[src/acvp_pkg.sv]
// Shared constants and types for the ASCII channel/value frame parser.
package acvp_pkg;

    // Accumulator width; the digit magnitude limit is 2^(VALUE_BITS-1)-1
    localparam int VALUE_BITS = 32;
    localparam int MAG_W      = VALUE_BITS - 1;
    localparam int PROD_W     = MAG_W + 4;
    localparam int OUT_W      = 32;
    localparam int NEG_W      = (VALUE_BITS > OUT_W) ? VALUE_BITS : OUT_W;

    localparam logic [MAG_W-1:0]  MAG_LIMIT  = {MAG_W{1'b1}};
    localparam logic [PROD_W-1:0] PROD_LIMIT = {{(PROD_W-MAG_W){1'b0}}, MAG_LIMIT};

    // Characters of the frame grammar
    localparam logic [7:0] CH_START = 8'h50; // 'P'
    localparam logic [7:0] CH_A     = 8'h41; // 'A'
    localparam logic [7:0] CH_D     = 8'h44; // 'D'
    localparam logic [7:0] CH_END   = 8'h21; // '!'
    localparam logic [7:0] CH_MINUS = 8'h2D; // '-'
    localparam logic [7:0] CH_ZERO  = 8'h30; // '0'
    localparam logic [7:0] CH_NINE  = 8'h39; // '9'

    // Parse phases
    typedef logic [2:0] t_phase;
    localparam t_phase PH_IDLE  = 3'd0; // hunting for start character
    localparam t_phase PH_CHAN  = 3'd1; // start seen, expecting channel letter
    localparam t_phase PH_FIRST = 3'd2; // letter seen, expecting sign, digit or end
    localparam t_phase PH_BODY  = 3'd3; // expecting digit or end

endpackage

[src/ascii_channel_value_parser.sv]
// Top level: ASCII frame parser "P<A-D>[-]<digits>!" giving channel and value in tenths.
//
//  channel | handshake                 | payload
//  --------+---------------------------+---------------------------------------------
//  rx      | i_rx_valid / o_rx_ready   | i_rx_byte[7:0]
//  result  | o_out_valid / i_out_ready | o_channel[1:0], o_value_tenths[31:0], o_clipped
//
// One byte per cycle sustained. A beat is registered at the input and then parsed by
// a single add/compare pass (magnitude*10 + digit against the limit); a completed
// frame lands in the output register at the end of the cycle in which its '!' is parsed.
// The pipeline stalls only while a result sits in the output register unread.
// Synchronous active-low reset returns the parser to hunting for 'P'.
module ascii_channel_value_parser
    import acvp_pkg::*;
(
    input  logic                    i_clk,
    input  logic                    i_rst_n,
    input  logic                    i_rx_valid,
    output logic                    o_rx_ready,
    input  logic [7:0]              i_rx_byte,
    output logic                    o_out_valid,
    input  logic                    i_out_ready,
    output logic [1:0]              o_channel,
    output logic signed [OUT_W-1:0] o_value_tenths,
    output logic                    o_clipped
);

    // Input register
    logic             r_in_valid, n_in_valid;
    logic [7:0]       r_in_byte;

    // Frame state
    t_phase           r_phase, n_phase;
    logic [1:0]       r_chan, n_chan;
    logic             r_minus, n_minus;
    logic             r_digit, n_digit;
    logic [MAG_W-1:0] r_mag, n_mag;
    logic             r_clip, n_clip;

    // Output register
    logic             r_out_valid, n_out_valid;
    logic [1:0]       r_out_chan;
    logic [OUT_W-1:0] r_out_value;
    logic             r_out_clip;

    logic             advance, take, emit;
    logic [7:0]       b;
    logic [3:0]       dig;
    logic             is_digit, is_letter;
    logic [PROD_W-1:0] prod;
    logic [NEG_W-1:0] mag_ext, signed_val;

    // Stage advances unless a result is stuck in the output register
    assign advance    = !r_out_valid || i_out_ready;
    assign take       = r_in_valid && advance;
    assign o_rx_ready = !r_in_valid || advance;

    assign b         = r_in_byte;
    assign dig       = 4'(b - CH_ZERO);
    assign is_digit  = (b >= CH_ZERO) && (b <= CH_NINE);
    assign is_letter = (b >= CH_A) && (b <= CH_D);

    // magnitude*10 + digit as shift-adds
    assign prod = {1'b0, r_mag, 3'b000} + {3'b000, r_mag, 1'b0}
                + {{(PROD_W-4){1'b0}}, dig};

    // Signed value, low bits kept
    assign mag_ext    = {{(NEG_W-MAG_W){1'b0}}, r_mag};
    assign signed_val = r_minus ? (~mag_ext + 1'b1) : mag_ext;

    // Parse one byte
    always_comb begin
        n_phase = r_phase;
        n_chan  = r_chan;
        n_minus = r_minus;
        n_digit = r_digit;
        n_mag   = r_mag;
        n_clip  = r_clip;
        emit    = 1'b0;
        if (take) begin
            unique case (r_phase)
                PH_CHAN: begin
                    if (is_letter) begin
                        n_chan  = 2'(b - CH_A);
                        n_phase = PH_FIRST;
                    end else begin
                        n_phase = (b == CH_START) ? PH_CHAN : PH_IDLE;
                        n_chan  = '0;
                        n_minus = 1'b0;
                        n_digit = 1'b0;
                        n_mag   = '0;
                        n_clip  = 1'b0;
                    end
                end
                PH_FIRST, PH_BODY: begin
                    if (b == CH_END) begin
                        // End of frame: result only if digits were seen
                        emit    = r_digit;
                        n_phase = PH_IDLE;
                        n_chan  = '0;
                        n_minus = 1'b0;
                        n_digit = 1'b0;
                        n_mag   = '0;
                        n_clip  = 1'b0;
                    end else if ((b == CH_MINUS) && (r_phase == PH_FIRST)) begin
                        n_minus = 1'b1;
                        n_phase = PH_BODY;
                    end else if (is_digit) begin
                        if (prod > PROD_LIMIT) begin
                            n_mag  = MAG_LIMIT;
                            n_clip = 1'b1;
                        end else begin
                            n_mag  = prod[MAG_W-1:0];
                        end
                        n_digit = 1'b1;
                        n_phase = PH_BODY;
                    end else begin
                        n_phase = (b == CH_START) ? PH_CHAN : PH_IDLE;
                        n_chan  = '0;
                        n_minus = 1'b0;
                        n_digit = 1'b0;
                        n_mag   = '0;
                        n_clip  = 1'b0;
                    end
                end
                default: begin
                    // idle and unused codes
                    n_phase = (b == CH_START) ? PH_CHAN : PH_IDLE;
                    n_chan  = '0;
                    n_minus = 1'b0;
                    n_digit = 1'b0;
                    n_mag   = '0;
                    n_clip  = 1'b0;
                end
            endcase
        end
    end

    // Handshake next values
    always_comb begin
        n_in_valid  = o_rx_ready ? i_rx_valid : r_in_valid;
        n_out_valid = advance ? emit : r_out_valid;
    end

    // Control and frame state
    always_ff @(posedge i_clk) begin
        if (!i_rst_n) begin
            r_in_valid  <= 1'b0;
            r_out_valid <= 1'b0;
            r_phase     <= PH_IDLE;
            r_chan      <= '0;
            r_minus     <= 1'b0;
            r_digit     <= 1'b0;
            r_mag       <= '0;
            r_clip      <= 1'b0;
        end else begin
            r_in_valid  <= n_in_valid;
            r_out_valid <= n_out_valid;
            r_phase     <= n_phase;
            r_chan      <= n_chan;
            r_minus     <= n_minus;
            r_digit     <= n_digit;
            r_mag       <= n_mag;
            r_clip      <= n_clip;
        end
    end

    // Payload registers
    always_ff @(posedge i_clk) begin
        if (o_rx_ready && i_rx_valid) begin
            r_in_byte <= i_rx_byte;
        end
        if (emit) begin
            r_out_chan  <= r_chan;
            r_out_value <= signed_val[OUT_W-1:0];
            r_out_clip  <= r_clip;
        end
    end

    assign o_out_valid    = r_out_valid;
    assign o_channel      = r_out_chan;
    assign o_value_tenths = r_out_value;
    assign o_clipped      = r_out_clip;

    // Checks on internal consistency
    a_clip_needs_digit: assert property (@(posedge i_clk) disable iff (!i_rst_n)
        r_clip |-> r_digit)
        else $error("clip flag set without any digit");

    a_minus_in_body: assert property (@(posedge i_clk) disable iff (!i_rst_n)
        r_minus |-> (r_phase == PH_BODY))
        else $error("minus flag outside frame body");

    a_idle_clear: assert property (@(posedge i_clk) disable iff (!i_rst_n)
        ((r_phase == PH_IDLE) || (r_phase == PH_CHAN)) |-> (!r_digit && r_mag == '0))
        else $error("frame fields not cleared before letter");

    a_emit_held: assert property (@(posedge i_clk) disable iff (!i_rst_n)
        (r_out_valid && !i_out_ready) |-> (!take ##1 r_out_valid))
        else $error("result lost or parser advanced under stall");

endmodule
[config.mk]
export PLATFORM = sky130hd
export DESIGN_NAME = ascii_channel_value_parser
export DESIGN_NICKNAME = d
export VERILOG_FILES = /design/src/acvp_pkg.sv /design/src/ascii_channel_value_parser.sv
export SDC_FILE = /design/constraint.sdc
export NUM_CORES = 1
export LEC_CHECK = 0
export BUFFER_PORTS_ARGS = -buffer_cell sky130_fd_sc_hd__buf_4
export CORE_MARGIN = 3
export CORE_UTILIZATION = 36
export DETAILED_ROUTE_END_ITERATION = 7
export PLACE_DENSITY = 0.56
export SKIP_LAST_GASP = 1
export SLEW_MARGIN = 20
export SYNTH_ARGS = -nofsm -noshare
export SYNTH_HDL_FRONTEND = slang
export SYNTH_SLANG_ARGS = --single-unit
[constraint.sdc]
create_clock -name i_clk -period 3.5 [get_ports i_clk]
set_input_delay 0.525 -clock i_clk [delete_from_list [all_inputs] [get_ports i_clk]]
set_output_delay 0.525 -clock i_clk [all_outputs]
set_load 0.03 [all_outputs]
Yosys cells after proc, flatten, opt, wreduce, memory -nomap -nowiden
Cells that the tools add are included.
- register bits: 84
- logic and storage cells: 84
- add/sub/neg operators: 5
- magnitude comparators: 5
- eq/ne operators: 11
- mux-type cells: 35
- bitwise gates (word level): 1
- reductions and logical operators: 14
- operators by type and width (cell ; number):
    $mux 31 ; 6
    $pmux 31 s2 ; 1
    $add 34x32->35 ; 1
    $add 35x4->35 ; 1
    $gt 35x31->1 const B ; 1
    $add 32x1->32 const B ; 1
    $not 31->32 ; 1
    $eq 8x6->1 const B ; 2
    $mux 2 ; 8
    $mux 1 ; 15
    $reduce_and 3->1 ; 3
    $eq 8x7->1 const B ; 1
    $ge 8x6->1 const B ; 1
    $ge 8x7->1 const B ; 1
    $le 8x6->1 const B ; 1
    $le 8x7->1 const B ; 1
    $ne 4x4->1 const B ; 2
    $eq 3x2->1 const B ; 2
    $ne 3x3->1 const B ; 2
    $pmux 1 s2 ; 3
    $pmux 3 s2 ; 1
    $logic_and 1x1->1 ; 5
    $pmux 2 s2 ; 1
    $reduce_and 4->1 ; 1
    7 further kinds ; 9

Depth between registers and ports, before layout
Gate-level depths: netlist of run 1.
- depth after elaboration: 8
- mapped depth: 15
- mapped depth without buffers: 13

Least setup slack after synthesis of run 1
No wires, ideal clock.
- path type: reg2reg
- start: register r_in_byte[3] (netlist: b[3])
- end: register r_mag[12]
- library setup time: 0.061 ns
- arrival time: 3.586 ns
- setup slack: -0.147 ns
- stages on the path, launching flop included: 14
- cell sequence: edfxtp_1 -> inv_1 -> fa_1 -> inv_1 -> ha_1 -> a211oi_1 -> o21ai_1 -> o31ai_1 -> o41ai_2 -> a41oi_1 -> mux2_2 -> a21boi_1 -> a21oi_1 -> a221o_1
- word-level cells in the longest chain between the ends: 8
- elaborated cells between the ends (all ways): 20
- classes of those cells: add/sub (2); order compare (5); eq/ne (4); mux (5); reduce/logical (4)
- RTL lines (item ; line ; RTL):
    from (decl) ; ascii_channel_value_parser.sv:30 ; logic [7:0] r_in_byte;
    from (signal assigned) ; ascii_channel_value_parser.sv:171 ; r_in_byte <= i_rx_byte;
    $sub 4x1->4 ; ascii_channel_value_parser.sv:59 ; assign dig = 4'(b - CH_ZERO);
    $add 35x4->35 ; ascii_channel_value_parser.sv:65 ; + {{(PROD_W-4){1'b0}}, dig};
    $gt 35x31->1 ; ascii_channel_value_parser.sv:109 ; if (prod > PROD_LIMIT) begin
    $mux 31 ; ascii_channel_value_parser.sv:109 ;
    $mux 31 ; ascii_channel_value_parser.sv:108 ; end else if (is_digit) begin
    $mux 31 ; ascii_channel_value_parser.sv:105 ; end else if ((b == CH_MINUS) && (r_phase == PH_FIRST)) begin
    $mux 31 ; ascii_channel_value_parser.sv:96 ; if (b == CH_END) begin
    $pmux 31 s2 ; ascii_channel_value_parser.sv:81 ; unique case (r_phase)
    to (signal assigned) ; ascii_channel_value_parser.sv:163 ; r_mag <= n_mag;
    to (decl) ; ascii_channel_value_parser.sv:37 ; logic [MAG_W-1:0] r_mag, n_mag;
Parallel ways exist; a longest one is shown, timed or not. The select of a mux whose other input is x is not followed.
A chain may end at the register's enable or synchronous reset.

Worst setup path in the final report of run 1
- start: register r_in_byte[3] (netlist: b[3])
- end: register r_mag[20]
Same word-level chain as after synthesis.

==> run metrics, run 1 <==
Post-synth EDFFs=43; Fillers=1477; Synth Cell Area=0.00573 mm²; WS Path Type=reg -> reg; I/O pin count=49; Area Overhead vs Synth=27.1%; Top FF cell, synth=edfxtp_1; hold-fix buffer count after cts=0; DRC errors left=0; crit share post-route=97.1%; Final ANT Viol Nets=0; crit end category=register; GPL Wtd Cong=0.869; largest net degree at the start of global routing=37; Slew Limit Fails=0; Critical Path Fanout Max=9; antenna cells=0; root buffer cell=clkbuf_16; slowest stage cell, crit path=fa_1; Setup Viol. Count Final=0; nets@finish=781; Post-synth ARST share=0%; Final Hold Fails=0; CP Cell Sequence=inv_2, fa_1, inv_2, ha_4, a211oi_2, o21ai_2, o31ai_2, o41ai_2, a41oi_2, mux2_4, a21boi_4, a21oi_4, buf_12, a221o_1; Worst Setup SP=b[3]; Hold Crit Class=in -> reg; switching power=0.429 mW; LEAKAGE=3.34 nW; GR Util All Layers=16.3%; clock latency on the worst-skew pair=0.35 ns; Comb pwr share=3.0%; Buffers & Inverters on Critical Path=3; Placed Area=0.00679 mm²; FF+latch area=0.00210 mm²; DIE AREA=0.0175 mm²; WL final=14200 µm; Netlist cell types=67; Post-Syn Nets=675; total vias in the final route=4907; hold path start=i_rx_byte[1]; warnings from Yosys=0; TritonRoute pass-1 iters=4; Sink Count=83; status=finished clean; switch share=21.1%; cell area after layout=0.00727 mm²; Hold Slack=0.344 ns; Pwr Total=2.03 mW; part of the power in registers=50.9%; pwr dens=279 mW/mm²; global-route wire length before repair=23400 µm; vias per std cell=5.34; RSZ-0062 raised after global routing=true; CP arrival=3.63 ns; Final HPWL DP=10700 µm; layout cells sized above 1=26.3%; CTS tree=yes; CP startpoint kind=register; maximum clock frequency=294 MHz; Die Wd=132 µm; Crit path max-delay family=compound AO/OA/AOI/OAI gates; Mapped Avg Cell Area=9.59 µm²; worst rel slew slack=38.9%; maxcap violations=0; H-tree depth=3; Core Area=0.0154 mm²; peak ir drop on the vdd network=0.223 mV; Rows=45; antenna violations before repair=0; Slew @ Worst Pin=0.917 ns; CP peak stage delay=0.57 ns; r2r startpoint=b[3]; most frequent cells in the layout=116 x buf_4, 62 x ha_1, 53 x a21oi_1, 49 x nand2_1, 43 x edfxtp_1; worst clock skew=0.00625 ns; Die Y=132 µm; clk slew on worst S/H paths=0.06 ns; CP required=3.73 ns; grt total ovfl=0; starting density of the core=37.2%; Synth Register Bits=83; Wirelength per Cell=15.4 µm; cell mode on critical path=inv_2; DR iter-0 viols=258; CTS Buf Count=9; Clock power frac=46.1%; sequential share of the synthesized area=36.5%; input/output buffers=48; Internal Power=1.60 mW; Clock Path Buffers=2; vias in the first global route=4775; min cycle time layout=3.40 ns; most common cell after layout, fill and taps aside=buf_4; area taken by multi-input logic gates=0.00366 mm²; Cells after Synth=597
[cell type report]
class / instances / area share (%)
Clock inverter: 5 / 0.757
Clock buffer: 11 / 3.20
Inverter: 15 / 0.774
Timing Repair Buffer: 118 / 12.4
Multi-Input combinational cell: 476 / 50.4
Sequential cell: 83 / 28.9
Tap cell: 211 / 3.63
[per-layer routing]
metal / up-vias / part of all wire (%) / global-route usage [%]
li1: 2475 / - / -
met1: 2309 / 47 / 21.2
met2: 104 / 47 / 26.8
met3: 19 / 3.8 / 2.86
met4: 0 / 2.3 / 6.71
met5: - / 0 / 0
[stage by stage]
| step | std cells | setup TNS, ns | setup slack [ns] | utilization, % |
|---|---|---|---|---|
| after CTS | 917 | -0.00525 | -0.00399 | 46.5 |
| after floorplan | 597 | 0 | 0.00369 | - |
| final | 919 | 0 | 0.0998 | 47.3 |
| after global placement | 898 | -0.00202 | -0.00202 | 44.2 |
| after global routing | 919 | -0.678 | -0.0605 | 47.3 |
| after detailed placement | 898 | -1.70 | -0.174 | 44.2 |
[state kept, by name, summed over array words and instances (netlist names)]
| name | count |
|---|---|
| o_value_tenths | 32 |
| r_mag | 31 |
| b | 8 |
| o_channel | 2 |
| r_chan | 2 |
| r_phase | 2 |
| o_clipped | 1 |
| o_out_valid | 1 |
| r_clip | 1 |
| r_digit | 1 |
| r_in_valid | 1 |
| r_minus | 1 |
[path summary, 6_finish.rpt]
check | endpoint | slack (ns) | cells past startpoint
setup / recovery | r_mag[20] | 0.1 | 14
hold / removal | b[1] | 0.34 | 1
hold reg to reg | o_clipped | 0.45 | 0
setup reg to reg | r_mag[20] | 0.1 | 14
[worst reg2reg max path, cell delays in order, from the launching register on]
cell      delay, ns
edfxtp_1       0.37
inv_2          0.05
fa_1           0.57
inv_2          0.06
ha_4           0.27
a211oi_2       0.06
o21ai_2        0.21
o31ai_2        0.11
o41ai_2        0.41
a41oi_2        0.18
mux2_4         0.24
a21boi_4       0.24
a21oi_4        0.09
buf_12         0.15
a221o_1        0.26
[power by group through the flow]
| stage | clock network, mW | logic [mW] | registers [mW] |
|---|---|---|---|
| global placement | 0 | 0.0566 | 1.05 |
| floorplan | 0 | 0.0321 | 1.05 |
| CTS | 0.966 | 0.0594 | 1.03 |
| detailed placement | 0 | 0.0578 | 1.05 |
| finish | 0.937 | 0.0613 | 1.03 |
| global route | 1.00 | 0.0693 | 1.03 |
[repair_timing]
action / CTS / global route
gates cloned: 0 / 0
setup endpoints to repair: 30 / 32
setup buffers: 3 / 4
pin swaps: 7 / 18
gates resized for setup: 11 / 27
[logic make-up after synthesis]
logic type / after synthesis / share of synthesized area, %
muxes: 2 / 0.371
and+or+nand+nor: 174 / 16.5
buffers and inverters: 38 / 2.62
xor gates and xnor gates: 54 / 8.26
DFF: 83 / 36.5
AOI/OAI and AO/OA: 180 / 21.1
adders and majority gates: 66 / 14.7
[synthesized netlist by cell type (all sizes together) (6+ instances only)]
cell type,number,area [µm²]
dfxtp,40,801
a31oi,8,50.1
o41ai,6,75.1
nand2b,6,40.0
nand3,14,70.1
a21oi,56,280
and2,12,75.1
or4,9,86.3
a211oi,8,60.1
a21o,14,105
inv,14,52.6
o31ai,8,60.1
nand2,50,190
edfxtp,43,1290
ha,64,801
nor2b,9,56.3
a221o,10,100
xor2,12,105
nor3,8,40.0
xnor2,42,368
clkbuf,19,72.6
o21ai,34,170
nor2,37,146
Note: power is estimated with default switching activity, not from simulation.
==> run 2, diff against run 1 <==
- CORE_UTILIZATION: 36 -> 23
- CTS_BUF_LIST: default -> sky130_fd_sc_hd__clkbuf_16
- PLACE_DENSITY: 0.56 -> 0.4
==> run metrics, run 2 (synthesized netlist as in run 1, its figures left out) <==
status=finished clean; Final Core Density=31.3% (-16 points); Setup Viol. Count Final=0 (unchanged); hold path start=i_rx_byte[4]; Slew Limit Fails=0 (unchanged); Slew @ Worst Pin=1.07 ns (+0.153 ns); Fillers=2523 (+71%); Final ANT Viol Nets=0 (unchanged); clk slew on worst S/H paths=0.06 ns (about the same); min cycle time layout=3.39 ns (-0.0104 ns); GR Util All Layers=12.4% (-3.9 points); clock latency on the worst-skew pair=0.34 ns (about the same); reg2reg setup slack=0.11 ns (about the same); WL final=16400 µm (+16%); antenna violations before repair=0 (unchanged); maximum clock frequency=295 MHz (+0.31%); worst rel slew slack=28.6% (-10 points); worst r2r path cells=14 (unchanged); vias in the first global route=4944 (+3.5%); setup TNS=0 ns (unchanged); layout cells sized above 1=28.1% (+1.8 points); worst clock skew=0.0102 ns (+0.00395 ns); Placed Area=0.00703 mm² (+3.5%); nets@finish=796 (+1.9%); Wirelength per Cell=15.7 µm (+1.8%); Hold Crit Class=in -> reg; peak ir drop on the vdd network=0.222 mV (-0.72%); CP arrival=3.61 ns (-0.02 ns); Hold Slack=0.359 ns (+0.0148 ns); DR iter-0 viols=248 (-3.9%); global-route wire length before repair=26400 µm (+13%); WS Path Type=reg -> reg; Rows=57 (+27%); Worst Setup SP=b[3]; CP startpoint kind=register; most common cell after layout, fill and taps aside=buf_4; H-tree depth=3 (unchanged); Worst Setup EP=r_mag[23]; vias per std cell=4.76 (-11%); max FFs per register=32 (unchanged); Pwr Total=2.14 mW (+5.2%); Critical Path Fanout Max=6 (-3); Sink Count=83 (unchanged); largest net degree at the start of global routing=35 (-5.4%); I/O pin count=49 (unchanged); Area Overhead vs Synth=33.2%; Core Area=0.0244 mm² (+59%); Clock Path Buffers=2 (unchanged); r2r endpoint=r_mag[23]; DRC errors left=0 (unchanged); input/output buffers=48 (unchanged); GPL Wtd Cong=0.808 (-7.0%); Die Wd=164 µm (+24%); antenna cells=0 (unchanged); CTS tree=yes; CP required=3.72 ns (about the same); crit end category=register; r2r startpoint=b[3]; starting density of the core=23.5% (-14 points); Final Hold Fails=0 (unchanged); Final HPWL DP=13100 µm (+23%); root buffer cell=clkbuf_16; crit share post-route=96.9% (-0.30 points); cell area after layout=0.00762 mm² (+4.8%); maxcap violations=0 (unchanged); grt total ovfl=0 (unchanged); Die Y=164 µm (+24%); TritonRoute pass-1 iters=4 (unchanged); most frequent cells in the layout=130 x buf_4, 61 x ha_1, 53 x a21oi_1, 49 x nand2_1, 43 x edfxtp_1; RSZ-0062 raised after global routing=true; pwr dens=280 mW/mm² (+0.35%); DIE AREA=0.0268 mm² (+54%); hold-fix buffer count after cts=0 (unchanged); LEAKAGE=3.47 nW (+4.1%); CTS Buf Count=9 (unchanged); total vias in the final route=4983 (+1.5%)
==> run 2: area by class of cell <==
| cell class | count | area, µm² | area share [%] |
|---|---|---|---|
| tap | 324 | 405 | 5.32 |
| sequential | 83 | 2090 | 27.5 |
| clock inverter | 6 | 81.3 | 1.07 |
| timing repair buffer | 132 | 998 | 13.1 |
| multi-input combinational | 477 | 3740 | 49.0 |
| clock buffer | 10 | 250 | 3.28 |
| inverter | 15 | 56.3 | 0.738 |
==> run 2: power breakdown <==
part           leakage [nW]  internal, mW  total (mW)  switching (mW)
logic                  2.55        0.0282      0.0663          0.0382
registers             0.756          1.03        1.03         0.00707
clock network         0.170         0.663        1.04           0.374
total                  3.47          1.72        2.14           0.419
==> run 2: worst min path at each step <==
| stage | endpoint | slack, ns | cells after the start |
|---|---|---|---|
| floorplan | o_channel[1] | 0.41 | 0 |
| global placement | o_channel[1] | 0.43 | 0 |
| detailed placement | o_channel[0] | 0.43 | 0 |
| CTS | b[4] | 0.35 | 1 |
| global route | b[0] | 0.34 | 1 |
| finish | b[4] | 0.36 | 1 |
==> run 2: repair_timing <==
action	CTS	global route
setup endpoints to repair	32	32
gates resized for setup	17	28
cloned	0	1
setup buffers	3	5
pin swaps	10	21
==> run 2: critical path, cell delays in order (launching register included) <==
cell and delay [ns]:
edfxtp_1 0.38, inv_2 0.05, fa_2 0.60, inv_2 0.05, ha_4 0.28, a211oi_4 0.06
o21ai_4 0.22, a221oi_4 0.11, or4_4 0.44, a21oi_2 0.16, mux2i_2 0.11, a21boi_4 0.29
a21oi_4 0.11, buf_6 0.14, a221o_1 0.25
==> run 2: metrics by stage <==
stage | worst slack, ns | cells
floorplan | 0.00369 | 597
global route | -0.0385 | 1047
finish | 0.110 | 1047
detailed placement | -0.278 | 1026
CTS | -0.00319 | 1045
global placement | -0.214 | 1026
==> run 2: metal layers <==
metal	global-route usage (%)	up-vias	wire length (µm)
met5	0	-	0
met4	3.38	0	202
met3	1.26	14	473
met2	19.6	85	7400
met1	17.9	2384	8350
li1	-	2500	-
